File: src/rtl/rail_car_reorder_tracks_macros.svh
// Assertion macros shared by the rail car reorder RTL.
// Each macro expects signals named clk and rst_n in the including module.
`ifndef RAIL_CAR_REORDER_TRACKS_MACROS_SVH
`define RAIL_CAR_REORDER_TRACKS_MACROS_SVH

// Same-cycle implication, disabled while reset is asserted.
`define RCRT_ASSERT_IMPL(lbl, ante, cons, msg) \
  lbl: assert property (@(posedge clk) disable iff (!rst_n) (ante) |-> (cons)) \
    else $error(msg);

// Next-cycle implication, disabled while reset is asserted.
`define RCRT_ASSERT_NEXT(lbl, ante, cons, msg) \
  lbl: assert property (@(posedge clk) disable iff (!rst_n) (ante) |=> (cons)) \
    else $error(msg);

`endif

File: src/rtl/rcrt_pkg.sv
// Shared types and constants for the rail car reorder block.
// Used by rcrt_track_sel and rail_car_reorder_tracks; no dependencies.
`default_nettype none

package rcrt_pkg;

  // Default sizes of the block.
  localparam int TRACKS_DEF      = 4;
  localparam int TRACK_DEPTH_DEF = 15;
  localparam int CAR_BITS_DEF    = 8;

  // Fixed port widths.
  localparam int CAR_IN_W  = 8;
  localparam int SRC_W     = 3;
  localparam int CNT_REG_W = 3;
  localparam int IDX_W     = 3;

  localparam logic [CNT_REG_W-1:0] TRACK_COUNT_RESET = 3'd4;
  localparam int                   FIRST_CAR         = 1;

  // Result status codes.
  typedef enum logic [1:0] {
    ST_CAR_OUT    = 2'd0,
    ST_UNSOLVABLE = 2'd1,
    ST_TRACK_FULL = 2'd2,
    ST_HALTED     = 2'd3
  } status_t;

  // Outcome of the parallel search over the holding tracks.
  typedef struct packed {
    logic             hit;
    logic [IDX_W-1:0] hit_idx;
    logic             best_ok;
    logic [IDX_W-1:0] best_idx;
    logic             empty_ok;
    logic [IDX_W-1:0] empty_idx;
  } sel_t;

endpackage

`default_nettype wire

File: src/rtl/rcrt_track_mem.sv
// Car storage for all holding tracks: one write port, one read port.
// Read data is registered; no package dependency.
`default_nettype none

module rcrt_track_mem #(
  parameter int DEPTH = 60,
  parameter int WIDTH = 8,
  parameter int AW    = $clog2(DEPTH)
) (
  input  wire logic             clk,
  input  wire logic             wr_en,
  input  wire logic [AW-1:0]    wr_addr,
  input  wire logic [WIDTH-1:0] wr_data,
  input  wire logic [AW-1:0]    rd_addr,
  output logic      [WIDTH-1:0] rd_data
);

  logic [WIDTH-1:0] mem [DEPTH];

  // Write port.
  always_ff @(posedge clk) begin
    if (wr_en) begin
      mem[wr_addr] <= wr_data;
    end
  end

  // Registered read port.
  always_ff @(posedge clk) begin
    rd_data <= mem[rd_addr];
  end

endmodule

`default_nettype wire

File: src/rtl/rcrt_track_sel.sv
// Parallel search over track fronts and backs for the reorder controller.
// Depends on rcrt_pkg for the sel_t result struct.
`default_nettype none

module rcrt_track_sel #(
  parameter int TRACKS   = rcrt_pkg::TRACKS_DEF,
  parameter int CAR_BITS = rcrt_pkg::CAR_BITS_DEF,
  parameter int CNT_W    = $clog2(TRACKS + 1)
) (
  input  wire logic [TRACKS-1:0][CAR_BITS-1:0] front,
  input  wire logic [TRACKS-1:0][CAR_BITS-1:0] back,
  input  wire logic [TRACKS-1:0]               nonempty,
  input  wire logic [CNT_W-1:0]                cnt,
  input  wire logic [CAR_BITS-1:0]             probe,
  input  wire logic [CAR_BITS-1:0]             car,
  output rcrt_pkg::sel_t                       sel
);

  logic [CAR_BITS-1:0] best_val;
  logic                usable;

  always_comb begin
    sel      = '0;
    best_val = '0;
    usable   = 1'b0;
    for (int t = 0; t < TRACKS; t++) begin
      usable = (CNT_W'(t) < cnt);
      // Lowest usable track whose front is the expected car.
      if (usable && nonempty[t] && (front[t] == probe) && !sel.hit) begin
        sel.hit     = 1'b1;
        sel.hit_idx = rcrt_pkg::IDX_W'(t);
      end
      // Largest tail below the car; ties go to the higher index.
      if (usable && nonempty[t] && (back[t] < car) &&
          (!sel.best_ok || (back[t] >= best_val))) begin
        sel.best_ok  = 1'b1;
        sel.best_idx = rcrt_pkg::IDX_W'(t);
        best_val     = back[t];
      end
      // Lowest usable empty track.
      if (usable && !nonempty[t] && !sel.empty_ok) begin
        sel.empty_ok  = 1'b1;
        sel.empty_idx = rcrt_pkg::IDX_W'(t);
      end
    end
  end

endmodule

`default_nettype wire

File: src/rtl/rail_car_reorder_tracks.sv
// Rail car reorder block: accepts one car per item, parks it on a holding track or
// sends it out and drains matching track fronts. A parked car gives no result. A car
// sent out is held in S_CHECK until the output register is free; each drained car passes
// S_CHECK again, after S_LOAD when the popped track must refresh its front from storage.
// The next item is taken in idle, once the last result is in a free output register.
// Synchronous reset clears track pointers, fills and halt; sets expected car 1, count 4.
`default_nettype none

module rail_car_reorder_tracks #(
  parameter int TRACKS      = rcrt_pkg::TRACKS_DEF,
  parameter int TRACK_DEPTH = rcrt_pkg::TRACK_DEPTH_DEF,
  parameter int CAR_BITS    = rcrt_pkg::CAR_BITS_DEF
) (
  input  wire logic                           clk,
  input  wire logic                           rst_n,
  input  wire logic                           in_valid,
  output logic                                in_stall,
  input  wire logic [rcrt_pkg::CAR_IN_W-1:0]  in_car_number,
  output logic                                out_valid,
  input  wire logic                           out_stall,
  output logic      [rcrt_pkg::CAR_IN_W-1:0]  out_car,
  output logic      [rcrt_pkg::SRC_W-1:0]     out_source_track,
  output logic      [1:0]                     out_status,
  output logic                                out_last,
  input  wire logic                           cfg_wr_en,
  input  wire logic [rcrt_pkg::CNT_REG_W-1:0] cfg_track_count
);

  localparam int TRK_W  = (TRACKS > 1) ? $clog2(TRACKS) : 1;
  localparam int PTR_W  = $clog2(TRACK_DEPTH);
  localparam int FILL_W = $clog2(TRACK_DEPTH + 1);
  localparam int MEM_D  = TRACKS * TRACK_DEPTH;
  localparam int ADDR_W = $clog2(MEM_D);
  localparam int CNT_W  = $clog2(TRACKS + 1);
  localparam int SRC_W  = rcrt_pkg::SRC_W;
  localparam int CIN_W  = rcrt_pkg::CAR_IN_W;

  typedef enum logic [1:0] {
    S_IDLE,
    S_CHECK,
    S_LOAD
  } state_t;

  // Control state.
  state_t                          state_r, state_nxt;
  logic                            halted_r, halted_nxt;
  logic [CAR_BITS-1:0]             next_exp_r, next_exp_nxt;
  logic [rcrt_pkg::CNT_REG_W-1:0]  track_count_r;
  logic [PTR_W-1:0]                head_r [TRACKS];
  logic [PTR_W-1:0]                head_nxt [TRACKS];
  logic [PTR_W-1:0]                tail_r [TRACKS];
  logic [PTR_W-1:0]                tail_nxt [TRACKS];
  logic [FILL_W-1:0]               fill_r [TRACKS];
  logic [FILL_W-1:0]               fill_nxt [TRACKS];
  logic                            out_valid_r, out_valid_nxt;

  // Payload registers.
  logic [TRACKS-1:0][CAR_BITS-1:0] front_r, front_nxt;
  logic [TRACKS-1:0][CAR_BITS-1:0] back_r, back_nxt;
  logic [CAR_BITS-1:0]             pend_car_r, pend_car_nxt;
  logic [SRC_W-1:0]                pend_src_r, pend_src_nxt;
  logic [TRK_W-1:0]                ld_trk_r, ld_trk_nxt;
  logic [CIN_W-1:0]                out_car_r, out_car_nxt;
  logic [SRC_W-1:0]                out_src_r, out_src_nxt;
  rcrt_pkg::status_t               out_status_r, out_status_nxt;
  logic                            out_last_r, out_last_nxt;

  // Datapath signals.
  logic                            in_acc;
  logic                            out_free;
  logic [CNT_W-1:0]                eff_cnt;
  logic [CAR_BITS+CIN_W-1:0]       car_ext;
  logic [CAR_BITS-1:0]             car_in;
  logic [CAR_BITS+CIN_W-1:0]       pend_ext;
  logic [TRACKS-1:0]               nonempty;
  rcrt_pkg::sel_t                  sel;
  logic [TRK_W-1:0]                hit_t;
  logic [TRK_W-1:0]                best_t;
  logic [TRK_W-1:0]                push_t;
  logic                            push_en;
  logic                            mem_we;
  logic [ADDR_W-1:0]               mem_waddr;
  logic [ADDR_W-1:0]               mem_raddr;
  logic [CAR_BITS-1:0]             mem_rdata;
  logic                            fill_ok;

  function automatic logic [PTR_W-1:0] ptr_inc(input logic [PTR_W-1:0] p);
    return (p == PTR_W'(TRACK_DEPTH - 1)) ? '0 : p + PTR_W'(1);
  endfunction

  function automatic logic [ADDR_W-1:0] trk_addr(input logic [TRK_W-1:0] t,
                                                 input logic [PTR_W-1:0] p);
    return ADDR_W'(t) * ADDR_W'(TRACK_DEPTH) + ADDR_W'(p);
  endfunction

  // Width conversion between the port and the internal car number.
  assign car_ext  = {{CAR_BITS{1'b0}}, in_car_number};
  assign car_in   = car_ext[CAR_BITS-1:0];
  assign pend_ext = {{CIN_W{1'b0}}, pend_car_r};

  // Usable track count saturates at the number of tracks built.
  assign eff_cnt = (int'(track_count_r) > TRACKS) ? CNT_W'(TRACKS) : CNT_W'(track_count_r);

  always_comb begin
    for (int t = 0; t < TRACKS; t++) begin
      nonempty[t] = (fill_r[t] != '0);
    end
  end

  // Handshakes: items enter only in idle with room in the output register.
  assign out_free = !out_valid_r || !out_stall;
  assign in_stall = !((state_r == S_IDLE) && out_free);
  assign in_acc   = in_valid && !in_stall;

  rcrt_track_sel #(
    .TRACKS   (TRACKS),
    .CAR_BITS (CAR_BITS),
    .CNT_W    (CNT_W)
  ) u_sel (
    .front    (front_r),
    .back     (back_r),
    .nonempty (nonempty),
    .cnt      (eff_cnt),
    .probe    (next_exp_r),
    .car      (car_in),
    .sel      (sel)
  );

  assign hit_t  = sel.hit_idx[TRK_W-1:0];
  assign best_t = sel.best_idx[TRK_W-1:0];

  rcrt_track_mem #(
    .DEPTH (MEM_D),
    .WIDTH (CAR_BITS),
    .AW    (ADDR_W)
  ) u_mem (
    .clk     (clk),
    .wr_en   (mem_we),
    .wr_addr (mem_waddr),
    .wr_data (car_in),
    .rd_addr (mem_raddr),
    .rd_data (mem_rdata)
  );

  // Next-state logic of the controller.
  always_comb begin
    state_nxt      = state_r;
    halted_nxt     = halted_r;
    next_exp_nxt   = next_exp_r;
    head_nxt       = head_r;
    tail_nxt       = tail_r;
    fill_nxt       = fill_r;
    front_nxt      = front_r;
    back_nxt       = back_r;
    pend_car_nxt   = pend_car_r;
    pend_src_nxt   = pend_src_r;
    ld_trk_nxt     = ld_trk_r;
    out_valid_nxt  = out_valid_r && out_stall;
    out_car_nxt    = out_car_r;
    out_src_nxt    = out_src_r;
    out_status_nxt = out_status_r;
    out_last_nxt   = out_last_r;
    push_en        = 1'b0;
    push_t         = sel.best_ok ? best_t : sel.empty_idx[TRK_W-1:0];
    mem_we         = 1'b0;
    mem_waddr      = '0;
    mem_raddr      = '0;

    unique case (state_r)
      S_IDLE: begin
        if (in_acc) begin
          if (halted_r) begin
            out_valid_nxt  = 1'b1;
            out_car_nxt    = '0;
            out_src_nxt    = '0;
            out_status_nxt = rcrt_pkg::ST_HALTED;
            out_last_nxt   = 1'b1;
          end else if (car_in == next_exp_r) begin
            // Hold the car until we know whether a drain follows it.
            pend_car_nxt = car_in;
            pend_src_nxt = '0;
            next_exp_nxt = next_exp_r + CAR_BITS'(1);
            state_nxt    = S_CHECK;
          end else if (!sel.best_ok && !sel.empty_ok) begin
            halted_nxt     = 1'b1;
            out_valid_nxt  = 1'b1;
            out_car_nxt    = '0;
            out_src_nxt    = '0;
            out_status_nxt = rcrt_pkg::ST_UNSOLVABLE;
            out_last_nxt   = 1'b1;
          end else if (sel.best_ok && (fill_r[best_t] == FILL_W'(TRACK_DEPTH))) begin
            out_valid_nxt  = 1'b1;
            out_car_nxt    = '0;
            out_src_nxt    = sel.best_idx + SRC_W'(1);
            out_status_nxt = rcrt_pkg::ST_TRACK_FULL;
            out_last_nxt   = 1'b1;
          end else begin
            push_en = 1'b1;
          end
        end
      end
      S_CHECK: begin
        if (out_free) begin
          // Send the held car; it is last unless another front matches.
          out_valid_nxt  = 1'b1;
          out_car_nxt    = pend_ext[CIN_W-1:0];
          out_src_nxt    = pend_src_r;
          out_status_nxt = rcrt_pkg::ST_CAR_OUT;
          out_last_nxt   = !sel.hit;
          if (sel.hit) begin
            pend_car_nxt     = front_r[hit_t];
            pend_src_nxt     = sel.hit_idx + SRC_W'(1);
            next_exp_nxt     = next_exp_r + CAR_BITS'(1);
            head_nxt[hit_t]  = ptr_inc(head_r[hit_t]);
            fill_nxt[hit_t]  = fill_r[hit_t] - FILL_W'(1);
            if (fill_r[hit_t] > FILL_W'(1)) begin
              // Fetch the new front of the popped track.
              mem_raddr  = trk_addr(hit_t, ptr_inc(head_r[hit_t]));
              ld_trk_nxt = hit_t;
              state_nxt  = S_LOAD;
            end
          end else begin
            state_nxt = S_IDLE;
          end
        end
      end
      S_LOAD: begin
        front_nxt[ld_trk_r] = mem_rdata;
        state_nxt           = S_CHECK;
      end
      default: begin
        state_nxt = S_IDLE;
      end
    endcase

    // Park the car at the tail of the chosen track.
    if (push_en) begin
      mem_we           = 1'b1;
      mem_waddr        = trk_addr(push_t, tail_r[push_t]);
      tail_nxt[push_t] = ptr_inc(tail_r[push_t]);
      fill_nxt[push_t] = fill_r[push_t] + FILL_W'(1);
      back_nxt[push_t] = car_in;
      if (fill_r[push_t] == '0) begin
        front_nxt[push_t] = car_in;
      end
    end
  end

  // State and registered outputs.
  always_ff @(posedge clk) begin
    if (!rst_n) begin
      state_r       <= S_IDLE;
      halted_r      <= 1'b0;
      next_exp_r    <= CAR_BITS'(rcrt_pkg::FIRST_CAR);
      track_count_r <= rcrt_pkg::TRACK_COUNT_RESET;
      out_valid_r   <= 1'b0;
      for (int t = 0; t < TRACKS; t++) begin
        head_r[t] <= '0;
        tail_r[t] <= '0;
        fill_r[t] <= '0;
      end
    end else begin
      state_r      <= state_nxt;
      halted_r     <= halted_nxt;
      next_exp_r   <= next_exp_nxt;
      out_valid_r  <= out_valid_nxt;
      head_r       <= head_nxt;
      tail_r       <= tail_nxt;
      fill_r       <= fill_nxt;
      if (cfg_wr_en) begin
        track_count_r <= cfg_track_count;
      end
      front_r      <= front_nxt;
      back_r       <= back_nxt;
      pend_car_r   <= pend_car_nxt;
      pend_src_r   <= pend_src_nxt;
      ld_trk_r     <= ld_trk_nxt;
      out_car_r    <= out_car_nxt;
      out_src_r    <= out_src_nxt;
      out_status_r <= out_status_nxt;
      out_last_r   <= out_last_nxt;
    end
  end

  assign out_valid        = out_valid_r;
  assign out_car          = out_car_r;
  assign out_source_track = out_src_r;
  assign out_status       = out_status_r;
  assign out_last         = out_last_r;

  // No track ever holds more cars than its depth.
  always_comb begin
    fill_ok = 1'b1;
    for (int t = 0; t < TRACKS; t++) begin
      if (fill_r[t] > FILL_W'(TRACK_DEPTH)) begin
        fill_ok = 1'b0;
      end
    end
  end

`include "rail_car_reorder_tracks_macros.svh"

  `RCRT_ASSERT_IMPL(a_fill_bound, 1'b1, fill_ok, "track fill exceeds depth")
  `RCRT_ASSERT_NEXT(a_halt_sticky, halted_r, halted_r, "halt cleared without reset")
  `RCRT_ASSERT_IMPL(a_load_after_check, state_r == S_LOAD, $past(state_r) == S_CHECK,
                    "front load not preceded by a pop")
  `RCRT_ASSERT_IMPL(a_nonlast_in_drain, out_valid_r && !out_last_r,
                    state_r == S_CHECK || state_r == S_LOAD,
                    "non-final result while not draining")

endmodule

`default_nettype wire
File: config.mk
export PLATFORM = sky130hd
export DESIGN_NAME = rail_car_reorder_tracks
export DESIGN_NICKNAME = d
export VERILOG_FILES = /design/src/rtl/rcrt_pkg.sv /design/src/rtl/rcrt_track_mem.sv /design/src/rtl/rcrt_track_sel.sv /design/src/rtl/rail_car_reorder_tracks.sv
export VERILOG_INCLUDE_DIRS = /design/src /design/src/rtl
export SDC_FILE = /design/constraint.sdc
export NUM_CORES = 1
export LEC_CHECK = 0
export BUFFER_PORTS_ARGS = -buffer_cell sky130_fd_sc_hd__buf_2
export CAP_MARGIN = 15
export CORE_ASPECT_RATIO = 0.75
export CORE_MARGIN = 2
export CORE_UTILIZATION = 42
export CTS_BUF_LIST = sky130_fd_sc_hd__clkbuf_8
export CTS_CLUSTER_SIZE = 40
export DETAILED_ROUTE_END_ITERATION = 16
export SYNTH_ARGS = -nofsm -noshare
export SYNTH_HDL_FRONTEND = slang
export SYNTH_HIERARCHICAL = 1
export SYNTH_SLANG_ARGS = --single-unit
File: constraint.sdc
create_clock -name clk -period 10.2 [get_ports clk]
set_input_delay 1.02 -clock clk [delete_from_list [all_inputs] [get_ports clk]]
set_output_delay 1.02 -clock clk [all_outputs]
set_load 0.005 [all_outputs]
==> results.toml <==
[status]
status = "finished clean"

[die]
std_cell_rows = 83
coreArea_sq_mm = 0.0689
ioPinCount = 32
die_height_microns = 233
start_util = 0.426
chipWidth_microns = 309
die-area_sq_mm = 0.0721

[final_layout]
final_common_cell = "edfxtp_1"
area_growth_pct = 13.1
final_cell_mix = "edfxtp_1 (571), buf_4 (151), nor2_1 (141)"
drive_above_1_share = 0.263
fin_area_sq_mm = 0.0332
num-fill-cells = 5830
final_nets = 2137

[cts]
cts_buffers = 99
post-cts-setup-buffers = 0
cts_resized = 0
cts_tree = "yes"
clkSlewWorstSetupHoldPaths_ns = 0.06
htree_num_levels = 3
insertion_delay_ns = 0.70
holdBufCountCts = 0
cts.root.buffer_cell = "clkbuf_8"
clk_path_buf_depth = 3
cts_sinks = 642

[setup_path]
required_ns = 10.59
cpPeakStageDelay_ns = 0.68
crit_fanout = 8
cp-end-kind = "flop"
rrSetupSlack_ns = 0.59
start_kind = "flop"
startpoint = "fill_r[12]"
cp_slowest_cell = "or4_1"
r2r_start = "fill_r[12]"
reg2reg_depth = 42
worst_ep_arrival_time_ns = 10.00
critical_path_class = "flop to flop"

[drt]
drtIter0Drc = 1765
antenna_left = 0
routed_via_density = 5.63
drc_errors = 0
num_vias = 17200
drt_wl_total_microns = 74100
routedWlPerCell_microns = 24.3
firstDrtPassIters = 5

[timing]
holdWs_ns = 0.488
finalHoldViolCount = 0
period_needed_ns = 9.61
post-route-period-util = 0.942
max_clock_freq_mhz = 104
slew_headroom = 0.314
worst_pin_slew_ns = 1.03
drv_slew = 0
rsz0062_at_grt = "no"
finalSetupViolations = 0
skew_ns = 0.0287
timing.setup.tns_ns = 0

[placement]
place_area_sq_mm = 0.0313
place_hpwl_microns = 48800
io_buffers = 31
gp_congestion = 0.836

[min_path]
hold_class = "flop to flop"
min_path_cells = 2
min-delay-start = "head_r[4]"

[logic_synthesis]
syn_inst = 1851
syn_avg_cell_area_sq_um = 15.9
synth_area_sq_mm = 0.0294
synth-warning-count = 6

[global_routing]
grt_max_degree = 71
grt_pass1_wl_microns = 111000
grt_overflow = 0
grt_util_all_layers = 0.208
antenna_found_initial = 3
grt_pass1_vias = 17100

[power_and_ir_drop]
swShare = 0.310
p_sw_mw = 2.22
combPwrFrac = 0.264
p_int_mw = 4.93
powerDensity_mw_per_mm2 = 215
ir_worst_vdd_mv = 0.127
seq_power_share = 0.450
finalPower_mw = 7.14
cellLeakagePower_nw = 11.3
clock_power_share = 0.286

[flow_run]
maxCapViolCount = 0
[sequential cells by signal, indices dropped and copies added (netlist names)]
name              cells
u_mem/mem           480
back_r               32
front_r              32
fill_r               16
head_r               16
tail_r               16
next_exp_r            8
out_car               8
pend_car_r            8
u_mem/rd_data         8
out_source_track      3
pend_src_r            3
track_count_r         3
ld_trk_r              2
out_status            2
state_r               2
halted_r              1
out_last              1
out_valid             1
[layer usage]
| layer | global-route usage | wire, microns | up-vias |
|---|---|---|---|
| met5 | 0 | 13 | - |
| met3 | 0.0474 | 5540 | 91 |
| met2 | 0.308 | 32900 | 604 |
| met4 | 0.0478 | 1440 | 2 |
| li1 | - | - | 7630 |
| met1 | 0.312 | 34300 | 8865 |
[worst max-delay path, delay by kind of cell, from the launching register on]
family                     cells  cell delay [ns]
AOI/OAI and AO/OA             15             2.89
xor gates and xnor gates       1             0.08
adders and majority gates      5             1.62
buffers and inverters          6             0.86
DFF                            1             0.34
muxes                          4             0.92
and+or+nand+nor               11             2.60
[path summary, 6_finish.rpt]
check                                        end
worst max register to register  u_mem/mem[40][0]
worst min-delay path                   head_r[4]
worst max-delay path            u_mem/mem[40][0]
worst min register to register         head_r[4]
[layout make-up]
cell class | instances | area [sq um] | area share
Clock buffer | 106 | 1460 | 0.0439
Timing Repair Buffer | 185 | 1350 | 0.0406
Clock inverter | 72 | 423 | 0.0127
Tap cell | 935 | 1170 | 0.0352
Antenna cell | 3 | 7.51 | 0.000226
Sequential cell | 642 | 18600 | 0.559
Multi-Input combinational cell | 1068 | 10100 | 0.303
Inverter | 41 | 161 | 0.00486
[metrics by stage]
step / setup slack (ns) / std cells / utilization
6_report: 0.593 / 3052 / 0.482
5_1_grt: 0.0383 / 3050 / 0.482
4_1_cts: 0.314 / 3049 / 0.482
3_5_place_dp: 0.0855 / 2871 / 0.454
3_3_place_gp: 0.0587 / 2871 / 0.454
2_1_floorplan: 0.173 / 1852 / -
[power by group through the flow]
stage	clock network, mW	registers [mW]	logic [mW]
floorplan	0	3.21	1.21
global placement	0	3.27	1.83
detailed placement	0	3.27	1.86
CTS	2.10	3.21	1.87
global route	2.23	3.23	2.03
finish	2.04	3.22	1.88
Note: power is estimated with default switching activity, not from simulation.
